File: config.mk
export PLATFORM = sky130hd
export DESIGN_NAME = dhc_gather
export DESIGN_NICKNAME = d
export VERILOG_FILES = /design/src/sv/dhc_pkg.sv /design/src/sv/dhc_gather.sv
export SDC_FILE = /design/constraint.sdc
export NUM_CORES = 1
export LEC_CHECK = 0
export BUFFER_PORTS_ARGS = -buffer_cell sky130_fd_sc_hd__buf_4
export CAP_MARGIN = 20
export CORE_UTILIZATION = 43
export DETAILED_ROUTE_END_ITERATION = 10
export MAX_ROUTING_LAYER = met4
export PLACE_DENSITY_LB_ADDON = 0.1
export RECOVER_POWER = 25
export SKIP_CTS_REPAIR_TIMING = 1
export SLEW_MARGIN = 20
export SYNTH_ARGS = -nofsm -noshare
export SYNTH_HDL_FRONTEND = slang
export SYNTH_SLANG_ARGS = --single-unit
File: constraint.sdc
create_clock -name i_clk -period 6.1 [get_ports i_clk]
set_input_delay 0.61 -clock i_clk [delete_from_list [all_inputs] [get_ports i_clk]]
set_output_delay 0.61 -clock i_clk [all_outputs]
set_load 0.02 [all_outputs]
File: src/sv/dhc_pkg.sv
// shared types, constants and helpers for the datagram header checker
package dhc_pkg;

    localparam int unsigned COUNT_W = 17;

    localparam logic [COUNT_W-1:0] HDR_BYTES = 17'd58;
    localparam logic [COUNT_W-1:0] COUNT_MAX = 17'h1FFFF;
    localparam logic [7:0]         HDR_VERSION = 8'd1;

    // register indexes, taken from paddr[3:2]
    localparam logic [1:0] REG_TYPE_LOW         = 2'd0;
    localparam logic [1:0] REG_TYPE_HIGH        = 2'd1;
    localparam logic [1:0] REG_MAX_COMPRESSED   = 2'd2;
    localparam logic [1:0] REG_MAX_UNCOMPRESSED = 2'd3;

    localparam logic [7:0]  RST_TYPE_LOW         = 8'd1;
    localparam logic [7:0]  RST_TYPE_HIGH        = 8'd6;
    localparam logic [31:0] RST_MAX_COMPRESSED   = 32'd65536;
    localparam logic [31:0] RST_MAX_UNCOMPRESSED = 32'd262144;

    typedef struct packed {
        logic [COUNT_W-1:0] byte_count;
        logic               magic_match;
        logic [7:0]         version;
        logic [7:0]         pkt_type;
        logic [15:0]        header_length;
        logic [31:0]        sequence_num;
        logic [15:0]        chunk_index;
        logic [15:0]        chunk_count;
        logic [31:0]        raw_size;
        logic [31:0]        packed_size;
        logic [15:0]        payload_length;
    } t_hdr;

    typedef struct packed {
        logic [7:0]  type_low;
        logic [7:0]  type_high;
        logic [31:0] max_compressed;
        logic [31:0] max_uncompressed;
    } t_cfg;

    localparam t_hdr HDR_CLEAR = '{
        byte_count:     '0,
        magic_match:    1'b1,
        version:        '0,
        pkt_type:       '0,
        header_length:  '0,
        sequence_num:   '0,
        chunk_index:    '0,
        chunk_count:    '0,
        raw_size:       '0,
        packed_size:    '0,
        payload_length: '0
    };

    // expected magic "DMPU", byte by byte
    function automatic logic [7:0] magic_byte(input logic [1:0] k);
        logic [7:0] b;
        case (k)
            2'd0:    b = 8'h44;
            2'd1:    b = 8'h4D;
            2'd2:    b = 8'h50;
            default: b = 8'h55;
        endcase
        return b;
    endfunction

endpackage

File: src/sv/dhc_gather.sv
// byte counter and header field capture for one datagram
module dhc_gather (
    input  logic           i_clk,
    input  logic           i_rst_n,
    input  logic           i_accept,
    input  logic [7:0]     i_data_byte,
    input  logic           i_last_byte,
    output dhc_pkg::t_hdr  o_next_hdr
);

    dhc_pkg::t_hdr r_hdr;
    dhc_pkg::t_hdr n_hdr;

    logic [5:0] w_pos;

    assign w_pos = r_hdr.byte_count[5:0];

    always_comb begin
        n_hdr = r_hdr;
        if (r_hdr.byte_count < dhc_pkg::HDR_BYTES) begin
            case (w_pos)
                6'd0, 6'd1, 6'd2, 6'd3: begin
                    if (i_data_byte != dhc_pkg::magic_byte(w_pos[1:0])) begin
                        n_hdr.magic_match = 1'b0;
                    end
                end
                6'd4: n_hdr.version  = i_data_byte;
                6'd5: n_hdr.pkt_type = i_data_byte;
                6'd6, 6'd7: begin
                    n_hdr.header_length[{w_pos[0], 3'b000} +: 8] = i_data_byte;
                end
                6'd8, 6'd9, 6'd10, 6'd11: begin
                    n_hdr.sequence_num[{w_pos[1:0], 3'b000} +: 8] = i_data_byte;
                end
                6'd12, 6'd13: begin
                    n_hdr.chunk_index[{w_pos[0], 3'b000} +: 8] = i_data_byte;
                end
                6'd14, 6'd15: begin
                    n_hdr.chunk_count[{w_pos[0], 3'b000} +: 8] = i_data_byte;
                end
                6'd16, 6'd17, 6'd18, 6'd19: begin
                    n_hdr.raw_size[{w_pos[1:0], 3'b000} +: 8] = i_data_byte;
                end
                6'd20, 6'd21, 6'd22, 6'd23: begin
                    n_hdr.packed_size[{w_pos[1:0], 3'b000} +: 8] = i_data_byte;
                end
                6'd24, 6'd25: begin
                    n_hdr.payload_length[{w_pos[0], 3'b000} +: 8] = i_data_byte;
                end
                // sender id bytes are skipped
                default: ;
            endcase
        end
        if (r_hdr.byte_count != dhc_pkg::COUNT_MAX) begin
            n_hdr.byte_count = r_hdr.byte_count + 1'b1;
        end
    end

    always_ff @(posedge i_clk) begin
        if (!i_rst_n) begin
            r_hdr <= dhc_pkg::HDR_CLEAR;
        end else if (i_accept) begin
            // last beat hands the fields on and starts a fresh datagram
            if (i_last_byte) begin
                r_hdr <= dhc_pkg::HDR_CLEAR;
            end else begin
                r_hdr <= n_hdr;
            end
        end
    end

    assign o_next_hdr = n_hdr;

endmodule

==> results of run 1 <==
[where the power goes]
group,leakage (nW),switching [mW],internal [mW]
logic,2.79,0.251,0.0912
clock network,0.278,0.557,0.543
registers,1.56,0.0218,1.27
total,4.63,0.829,1.90
[layer usage]
layer / share of wire / wire length (um) / track usage
met3: 0.057 / 1788 / 0.04181
met1: 0.47 / 14600 / 0.3654
met4: 0.020 / 621 / 0.07552
met2: 0.46 / 14200 / 0.4222
met5: 0 / 0 / -
[layout make-up]
type,count,area (um^2),area share
well taps,280,350.3,0.02968
clock inverters,13,143.9,0.01219
flip-flops and latches,194,3884,0.3290
inverters,4,15.01,0.001272
repair buffers,213,1595,0.1351
clock buffers,17,425.4,0.03604
multi-input cells,798,5390,0.4566
[stage by stage]
step / instances / setup WS (ns) / hold WS, ns / util / total power [mW]
2_1_floorplan: 1092 / 2.915 / 0.4249 / - / 1.541
3_3_place_gp: 1489 / 2.169 / 0.4328 / 0.5110 / 1.655
3_5_place_dp: 1489 / 2.079 / 0.4420 / 0.5110 / 1.660
4_1_cts: 1519 / 1.612 / 0.4593 / 0.5369 / 2.745
5_1_grt: 1519 / 1.138 / 0.4757 / 0.5359 / 2.827
6_report: 1519 / 1.412 / 0.4590 / 0.5359 / 2.734
[final timing paths]
check	slack, ns	depth (start not counted)	startpoint	end
worst min register to register	0.46	2	r_hdr[115]	r_hdr[115]
worst min-delay path	0.46	2	r_hdr[115]	r_hdr[115]
worst max register to register	2.25	7	r_hdr[177]	r_hdr[143]
worst max-delay path	1.41	7	r_hdr[177]	o_next_hdr[137]
[cell families (layout without fill, tap and decap cells)]
group | after synthesis | after routing
XOR/XNOR | 18 | 18
adder cells (fa/ha/maj) | 8 | 8
buffers and inverters | 100 | 247
AO/OA/AOI/OAI | 317 | 317
AND/OR/NAND/NOR | 365 | 365
multiplexers | 90 | 90
flip-flops | 194 | 194
[worst min-delay path, stage by stage, from the launching register on]
cell and delay, ns:
sky130_fd_sc_hd__dfxtp_1 0.33, sky130_fd_sc_hd__nand2_1 0.04, sky130_fd_sc_hd__o21ai_0 0.06
[Yosys cell counts, types with 8 or more instances]
cell type                     n
sky130_fd_sc_hd__nand2_1    210
sky130_fd_sc_hd__nor2b_1     12
sky130_fd_sc_hd__xnor2_1      8
sky130_fd_sc_hd__a22o_1      34
sky130_fd_sc_hd__buf_2       17
sky130_fd_sc_hd__nor3_1       9
sky130_fd_sc_hd__a21o_1      10
sky130_fd_sc_hd__a22oi_1      8
sky130_fd_sc_hd__clkbuf_1    68
sky130_fd_sc_hd__dfxtp_1    194
sky130_fd_sc_hd__nor4_1       9
sky130_fd_sc_hd__mux2_2      88
sky130_fd_sc_hd__o21ai_0    101
sky130_fd_sc_hd__o21ai_1      9
sky130_fd_sc_hd__nor2_1      17
sky130_fd_sc_hd__xor2_1      10
sky130_fd_sc_hd__or3_1       11
sky130_fd_sc_hd__nand4_1     12
sky130_fd_sc_hd__and2_1      10
sky130_fd_sc_hd__o2bb2ai_1  112
sky130_fd_sc_hd__nand3_1     25
sky130_fd_sc_hd__ha_1         8
==> flow_results.xml, run 1 <==
<?xml version="1.0" encoding="UTF-8"?>
<metrics>
  <group name="status">
    <metric name="outcome" unit="">finished, violations left</metric>
    <metric name="violations" unit="">DRC</metric>
  </group>
  <group name="detailed_routing">
    <metric name="drtIter0Drc" unit="">661</metric>
    <metric name="route.vias.total" unit="">8936</metric>
    <metric name="first_pass_iters" unit="">10</metric>
    <metric name="drt-wirelength-per-cell" unit="um">20.55</metric>
    <metric name="post-route-drc-count" unit="">8</metric>
    <metric name="drt-vias-per-instance" unit="">5.883</metric>
    <metric name="route.final.wire_length" unit="um">31210</metric>
    <metric name="postRouteAntennaNets" unit="">0</metric>
  </group>
  <group name="setup_path">
    <metric name="crit_path_max_incr_delay" unit="ns">0.84</metric>
    <metric name="critical_path_required" unit="ns">5.49</metric>
    <metric name="critPathSlowestCell" unit="">sky130_fd_sc_hd__dfxtp_1</metric>
    <metric name="critPathBufInv" unit="">2</metric>
    <metric name="setup.worst_path.class" unit="">register to output port</metric>
    <metric name="timing.critical_path.cells" unit="">inv_1 -&gt; ha_1 -&gt; or4_1 -&gt; nand3_1 -&gt; or3_1 -&gt; o21ai_0 -&gt; buf_4</metric>
    <metric name="worstSetupEndpointType" unit="">output port</metric>
    <metric name="critical_path.max_fanout" unit="">25</metric>
    <metric name="critPathLaunchType" unit="">register</metric>
    <metric name="crit_arrival" unit="ns">4.08</metric>
    <metric name="cpLargestDelayFamily" unit="">simple AND/OR/NAND/NOR gates</metric>
  </group>
  <group name="power">
    <metric name="leakagePower" unit="nW">4.629</metric>
    <metric name="power.density_cell_area" unit="nW/um^2">231.6</metric>
    <metric name="vdd_ir_drop_max" unit="uV">199.4</metric>
  </group>
  <group name="synth">
    <metric name="synth.yosys.seq_area_share" unit="">0.3990</metric>
    <metric name="synth.mux.area_fraction" unit="">0.1039</metric>
    <metric name="synth_area_leaders" unit="">sky130_fd_sc_hd__dfxtp_1 40%, sky130_fd_sc_hd__mux2_2 10%, sky130_fd_sc_hd__o2bb2ai_1 10%, sky130_fd_sc_hd__nand2_1 8.1%, sky130_fd_sc_hd__o21ai_0 5.2%</metric>
    <metric name="synth_xor_xnor_area_share" unit="">0.01620</metric>
    <metric name="synth-seq-cells" unit="">194</metric>
    <metric name="ys.warnings.count" unit="">0</metric>
    <metric name="syn-cell-area" unit="um^2">9734</metric>
    <metric name="yosys.area_share.simple" unit="">0.1901</metric>
    <metric name="synth-adder-area-share" unit="">0.01028</metric>
    <metric name="synth_compound_area_frac" unit="">0.2344</metric>
    <metric name="ys.flop_type" unit="">sky130_fd_sc_hd__dfxtp_1</metric>
    <metric name="synth_enable_flop_cells" unit="">0</metric>
    <metric name="synth_largest_area_cell" unit="">sky130_fd_sc_hd__dfxtp_1</metric>
    <metric name="yosysTopAreaCellShare" unit="">0.3990</metric>
    <metric name="synth.avg_cell_area" unit="um^2">8.914</metric>
    <metric name="synth_top_family_by_area" unit="">compound AO/OA/AOI/OAI gates</metric>
    <metric name="synth-async-reset-ratio" unit="">0</metric>
    <metric name="mappedNetlistNets" unit="">1112</metric>
    <metric name="synthesis.instances" unit="">1092</metric>
    <metric name="distinct_cell_type_count_after_synthesis" unit="">69</metric>
  </group>
  <group name="clock_network">
    <metric name="cts_inserted_buffers" unit="">17</metric>
    <metric name="htree_levels" unit="">4</metric>
    <metric name="clkLatencyLatePin" unit="ns">0.44</metric>
    <metric name="number_of_clock_sinks" unit="">194</metric>
    <metric name="cts.root.buffer_cell" unit="">sky130_fd_sc_hd__clkbuf_16</metric>
    <metric name="clk_path_buf_depth" unit="">2</metric>
    <metric name="cts_tree" unit="">yes</metric>
    <metric name="clkSlewWorstSetupHoldPaths" unit="ns">0.07</metric>
  </group>
  <group name="layout">
    <metric name="post_route_cells_drive_above_1_share" unit="">0.2809</metric>
    <metric name="layout_commonest_cell" unit="">sky130_fd_sc_hd__buf_4</metric>
    <metric name="antenna_cells" unit="">0</metric>
    <metric name="fin_area" unit="um^2">11800</metric>
    <metric name="max_flop_register" unit="">r_hdr</metric>
    <metric name="final_nets" unit="">1248</metric>
    <metric name="most-common-layout-cells" unit="">212 x sky130_fd_sc_hd__buf_4, 210 x sky130_fd_sc_hd__nand2_1, 194 x sky130_fd_sc_hd__dfxtp_1, 112 x sky130_fd_sc_hd__o2bb2ai_1, 106 x sky130_fd_sc_hd__o21ai_0</metric>
    <metric name="largestRegisters" unit="">r_hdr x194</metric>
    <metric name="fillers" unit="">2111</metric>
    <metric name="flow.area_growth_from_synthesis" unit="%">21.26</metric>
    <metric name="largest_register_ff_count" unit="">194</metric>
  </group>
  <group name="placed_design">
    <metric name="place_hpwl" unit="um">20980</metric>
    <metric name="placed_area" unit="um^2">11260</metric>
    <metric name="gpl.final_weighted_congestion" unit="">0.8875</metric>
    <metric name="numPortBuffers" unit="">205</metric>
  </group>
  <group name="grt">
    <metric name="grt_util_all_layers" unit="">0.2715</metric>
    <metric name="grt_pass1_vias" unit="">8335</metric>
    <metric name="grt_start_max_net_pins" unit="">31</metric>
    <metric name="grt_antenna_before_repair" unit="">0</metric>
    <metric name="grt_overflow" unit="">0</metric>
    <metric name="global_route_wire_length_before_repair" unit="um">48320</metric>
  </group>
  <group name="timing">
    <metric name="drv_slew" unit="">0</metric>
    <metric name="max_clock_freq" unit="MHz">213.3</metric>
    <metric name="tightest_slew" unit="ns">1.187</metric>
    <metric name="grt_setup_unrepaired" unit="">false</metric>
    <metric name="min_period_over_period" unit="">0.7685</metric>
    <metric name="clock_skew" unit="ns">0.01380</metric>
    <metric name="hold_violations" unit="">0</metric>
    <metric name="fin_tns_setup" unit="ns">0</metric>
    <metric name="timing.final.crit_period" unit="ns">4.688</metric>
    <metric name="setup-violations-final" unit="">0</metric>
    <metric name="worst_max_slew_margin_expressed_relative_to_the_limit" unit="">0.2016</metric>
  </group>
  <group name="die">
    <metric name="chipWidth" unit="um">152.5</metric>
    <metric name="floorplan.io_pins" unit="">206</metric>
    <metric name="initial_utilization" unit="">0.4419</metric>
    <metric name="die_h" unit="um">152.5</metric>
    <metric name="core.rowCount" unit="">54</metric>
    <metric name="fp.dieArea" unit="um^2">23240</metric>
    <metric name="placeableCoreArea" unit="um^2">22030</metric>
  </group>
  <group name="flow_run">
    <metric name="cap_viol_max_count" unit="">0</metric>
  </group>
  <group name="hold_path">
    <metric name="hold_class" unit="">register to register</metric>
  </group>
</metrics>
Power figures use the tool's default switching activity.
==> inputs of run 2 (changes only) <==
Settings changed: ABC_AREA set to 1.
Clock period 6.1 ns to 4.3 ns, I/O delays scaled along.
==> run 2 against run 1 <==
Compared with the run above: the flow now finishes without violations; via count is 59% higher; sequential share of layout area is 6.8 points lower; clock power is 49% higher; cell count is 79% higher; global-route usage is 1.8 points higher.
==> flow_results.xml, run 2 <==
<?xml version="1.0" encoding="UTF-8"?>
<metrics>
  <group name="status">
    <metric name="outcome" unit="">completed</metric>
  </group>
  <group name="detailed_routing">
    <metric name="drt-vias-per-instance" unit="">5.211</metric>
    <metric name="route.top_layer_used" unit="">met4</metric>
    <metric name="route.vias.total" unit="">14174</metric>
    <metric name="postRouteAntennaNets" unit="">0</metric>
    <metric name="wl_met1" unit="um">20480</metric>
    <metric name="post-route-drc-count" unit="">0</metric>
    <metric name="first_pass_iters" unit="">5</metric>
    <metric name="detailroute.wirelength.met2" unit="um">19360</metric>
    <metric name="route.final.wire_length" unit="um">43530</metric>
    <metric name="drt-wirelength-per-cell" unit="um">16.00</metric>
    <metric name="met3_length" unit="um">2892</metric>
    <metric name="drtIter0Drc" unit="">1387</metric>
  </group>
  <group name="timing">
    <metric name="drv_slew" unit="">0</metric>
    <metric name="fin_tns_setup" unit="ns">0</metric>
    <metric name="min_period_over_period" unit="">0.9237</metric>
    <metric name="timing.final.crit_period" unit="ns">3.972</metric>
    <metric name="tightest_slew" unit="ns">1.029</metric>
    <metric name="grt_setup_unrepaired" unit="">false</metric>
    <metric name="hold_violations" unit="">0</metric>
    <metric name="worst_max_slew_margin_expressed_relative_to_the_limit" unit="">0.3139</metric>
    <metric name="clock_skew" unit="ns">0.01103</metric>
    <metric name="setup-violations-final" unit="">0</metric>
    <metric name="max_clock_freq" unit="MHz">251.8</metric>
  </group>
  <group name="synth">
    <metric name="ys.warnings.count" unit="">0</metric>
    <metric name="yosysTopAreaCellShare" unit="">0.3046</metric>
    <metric name="synthesis.instances" unit="">2225</metric>
    <metric name="yosys.area_share.simple" unit="">0.4316</metric>
    <metric name="synth-adder-area-share" unit="">0.007849</metric>
    <metric name="yosysMostFrequentCell" unit="">sky130_fd_sc_hd__nand2_1</metric>
    <metric name="synth_largest_area_cell" unit="">sky130_fd_sc_hd__dfxtp_1</metric>
    <metric name="mappedNetlistNets" unit="">2245</metric>
    <metric name="synth_enable_flop_cells" unit="">0</metric>
    <metric name="synth_area_leaders" unit="">sky130_fd_sc_hd__dfxtp_1 30%, sky130_fd_sc_hd__nand2_1 30%, sky130_fd_sc_hd__a21oi_1 10%, sky130_fd_sc_hd__inv_1 5.0%, sky130_fd_sc_hd__nand3_1 4.4%</metric>
    <metric name="synth_top_cells_by_count" unit="">1013 x sky130_fd_sc_hd__nand2_1, 259 x sky130_fd_sc_hd__a21oi_1, 194 x sky130_fd_sc_hd__dfxtp_1, 171 x sky130_fd_sc_hd__inv_1, 112 x sky130_fd_sc_hd__nand3_1</metric>
    <metric name="synth_xor_xnor_area_share" unit="">0.006181</metric>
    <metric name="syn-cell-area" unit="um^2">12750</metric>
    <metric name="synth-async-reset-ratio" unit="">0</metric>
    <metric name="synth-seq-cells" unit="">194</metric>
    <metric name="synth_compound_area_frac" unit="">0.1448</metric>
    <metric name="ys.flop_type" unit="">sky130_fd_sc_hd__dfxtp_1</metric>
    <metric name="distinct_cell_type_count_after_synthesis" unit="">31</metric>
    <metric name="synth.avg_cell_area" unit="um^2">5.731</metric>
    <metric name="synth_top_family_by_area" unit="">simple AND/OR/NAND/NOR gates</metric>
    <metric name="synth.yosys.seq_area_share" unit="">0.3046</metric>
    <metric name="synth.mux.area_fraction" unit="">0</metric>
  </group>
  <group name="clock_network">
    <metric name="clkLatencyLatePin" unit="ns">0.45</metric>
    <metric name="htree_levels" unit="">4</metric>
    <metric name="clk_path_buf_depth" unit="">2</metric>
    <metric name="cts_tree" unit="">yes</metric>
    <metric name="cts.root.buffer_cell" unit="">sky130_fd_sc_hd__clkbuf_16</metric>
    <metric name="number_of_clock_sinks" unit="">194</metric>
    <metric name="clkSlewWorstSetupHoldPaths" unit="ns">0.07</metric>
    <metric name="cts_inserted_buffers" unit="">17</metric>
  </group>
  <group name="setup_path">
    <metric name="reg2reg_depth" unit="">13</metric>
    <metric name="worstSetupEndpointType" unit="">output port</metric>
    <metric name="crit_arrival" unit="ns">3.54</metric>
    <metric name="crit-reg2reg-launch" unit="">r_hdr[178]</metric>
    <metric name="critical_path_required" unit="ns">3.87</metric>
    <metric name="crit_path_max_incr_delay" unit="ns">0.63</metric>
    <metric name="critPathSlowestCell" unit="">sky130_fd_sc_hd__inv_2</metric>
    <metric name="setup.worst_path.class" unit="">register to output port</metric>
    <metric name="critical_path.max_fanout" unit="">48</metric>
    <metric name="timing.critical_path.cells" unit="">buf_4 -&gt; ha_1 -&gt; nor2_2 -&gt; nand2_1 -&gt; nand3_2 -&gt; inv_2 -&gt; nand3_2 -&gt; nand2_1 -&gt; and2_1 -&gt; buf_4</metric>
    <metric name="critPathLaunchType" unit="">register</metric>
    <metric name="r2r_setup_slack" unit="ns">1.14</metric>
    <metric name="reg2reg_to" unit="">r_hdr[35]</metric>
  </group>
  <group name="die">
    <metric name="fp.dieArea" unit="um^2">30350</metric>
    <metric name="core.rowCount" unit="">62</metric>
    <metric name="chipWidth" unit="um">174.2</metric>
    <metric name="initial_utilization" unit="">0.4407</metric>
    <metric name="placeableCoreArea" unit="um^2">28940</metric>
    <metric name="floorplan.io_pins" unit="">206</metric>
    <metric name="die_h" unit="um">174.2</metric>
  </group>
  <group name="layout">
    <metric name="post_route_cells_drive_above_1_share" unit="">0.1220</metric>
    <metric name="largestRegisters" unit="">r_hdr x194</metric>
    <metric name="flow.area_growth_from_synthesis" unit="%">16.58</metric>
    <metric name="antenna_cells" unit="">0</metric>
    <metric name="max_flop_register" unit="">r_hdr</metric>
    <metric name="layout_commonest_cell" unit="">sky130_fd_sc_hd__nand2_1</metric>
    <metric name="multiInputGateArea" unit="um^2">7527</metric>
    <metric name="regArea" unit="um^2">3885</metric>
    <metric name="fillers" unit="">3079</metric>
    <metric name="most-common-layout-cells" unit="">1014 x sky130_fd_sc_hd__nand2_1, 259 x sky130_fd_sc_hd__a21oi_1, 220 x sky130_fd_sc_hd__buf_4, 193 x sky130_fd_sc_hd__dfxtp_1, 171 x sky130_fd_sc_hd__inv_1</metric>
    <metric name="final_nets" unit="">2343</metric>
    <metric name="largest_register_ff_count" unit="">194</metric>
  </group>
  <group name="grt">
    <metric name="grt_pass1_vias" unit="">12204</metric>
    <metric name="grt_start_max_net_pins" unit="">174</metric>
    <metric name="global_route_wire_length_before_repair" unit="um">67940</metric>
    <metric name="grt_overflow" unit="">0</metric>
    <metric name="grt_antenna_before_repair" unit="">0</metric>
    <metric name="grt_util_all_layers" unit="">0.2898</metric>
  </group>
  <group name="power">
    <metric name="vdd_ir_drop_max" unit="uV">253.0</metric>
    <metric name="total_power" unit="mW">3.714</metric>
    <metric name="power.sequential.fraction" unit="">0.484</metric>
    <metric name="p_int" unit="mW">2.711</metric>
    <metric name="power.switching_fraction" unit="">0.2702</metric>
    <metric name="power.switching" unit="mW">1.004</metric>
    <metric name="power.density_cell_area" unit="nW/um^2">249.8</metric>
    <metric name="clockPowerShare" unit="">0.441</metric>
    <metric name="power_frac_comb" unit="">0.075</metric>
    <metric name="leakagePower" unit="nW">6.433</metric>
  </group>
  <group name="placed_design">
    <metric name="place_hpwl" unit="um">28800</metric>
    <metric name="gpl.final_weighted_congestion" unit="">0.9228</metric>
    <metric name="numPortBuffers" unit="">205</metric>
  </group>
  <group name="flow_run">
    <metric name="cap_viol_max_count" unit="">0</metric>
  </group>
  <group name="hold_path">
    <metric name="hold_class" unit="">input port to register</metric>
    <metric name="worstHoldStart" unit="">i_accept</metric>
    <metric name="min_path_cells" unit="">3</metric>
    <metric name="whs_endpoint" unit="">r_hdr[176]</metric>
  </group>
</metrics>
## run 2: changes by cell type after synthesis, sizes merged, moves of 13 or more
| cell | change |
|---|---|
| nand4 | +38 |
| nor4 | -15 |
| nor2 | +58 |
| buf | +36 |
| nand2 | +805 |
| o2bb2ai | -112 |
| nand3 | +90 |
| a22o | -34 |
| inv | +175 |
| a21oi | +252 |
| and2 | +36 |
| mux2 | -88 |
| o21ai | -13 |
## run 2: power groups by stage
stage | registers (mW) | logic, mW | clock network [mW]
3_5_place_dp | 1.84 | 0.276 | 0
6_report | 1.80 | 0.279 | 1.64
3_3_place_gp | 1.84 | 0.275 | 0
4_1_cts | 1.80 | 0.277 | 1.66
2_1_floorplan | 1.84 | 0.176 | 0
5_1_grt | 1.80 | 0.300 | 1.73
## run 2: worst max path at each step
| stage | cells past startpoint | endpoint | from | slack (ns) |
|---|---|---|---|---|
| finish | 10 | o_next_hdr[64] | r_hdr[177] | 0.33 |
| global route | 10 | o_next_hdr[68] | r_hdr[177] | 0.05 |
| CTS | 10 | o_next_hdr[68] | r_hdr[177] | 0.34 |
| detailed placement | 10 | o_next_hdr[68] | r_hdr[177] | 0.85 |
| global placement | 10 | o_next_hdr[68] | r_hdr[177] | 0.88 |
| floorplan | 10 | o_next_hdr[62] | r_hdr[177] | 1.67 |
## run 2: through the flow
stage	utilization	hold WS [ns]	setup slack, ns	instances	cell area (um^2)
after floorplan	-	0.4408	1.666	2225	12750
after CTS	0.5143	0.2136	0.3448	2720	14880
after global placement	0.4946	0.4511	0.8838	2688	14310
after global routing	0.5138	0.2224	0.04889	2720	14870
final	0.5138	0.2287	0.3281	2720	14870
after detailed placement	0.4946	0.4551	0.8502	2688	14310
## run 2: cell type report
| type | count | area share |
|---|---|---|
| tap | 384 | 0.03232 |
| sequential | 194 | 0.2613 |
| clock buffer | 20 | 0.02937 |
| timing repair buffer | 223 | 0.1151 |
| multi-input combinational | 1705 | 0.5063 |
| clock inverter | 12 | 0.009089 |
| inverter | 182 | 0.04646 |
## run 2: worst max-delay path: cells and delay by family (launching register included)
family | cells | cell delay (ns)
adder cells (fa/ha/maj) | 1 | 0.28
buffers and inverters | 3 | 1.25
flip-flops | 1 | 0.38
AND/OR/NAND/NOR | 6 | 1.17
## run 2: cell families (layout without fill, tap and decap cells)
group	Yosys count	count (layout)
simple gates	1323	1323
buf+inv	326	437
xor+xnor	9	9
compound gates	365	365
fa+ha+maj	8	8
flops	194	194
## run 2: metal layers
layer  vias to the layer above  global-route usage
met1                      6479              0.4047
met4                         0             0.07420
met3                        46             0.04703
met2                       444              0.4311
met5                         -                   -
li1                       7205                   -
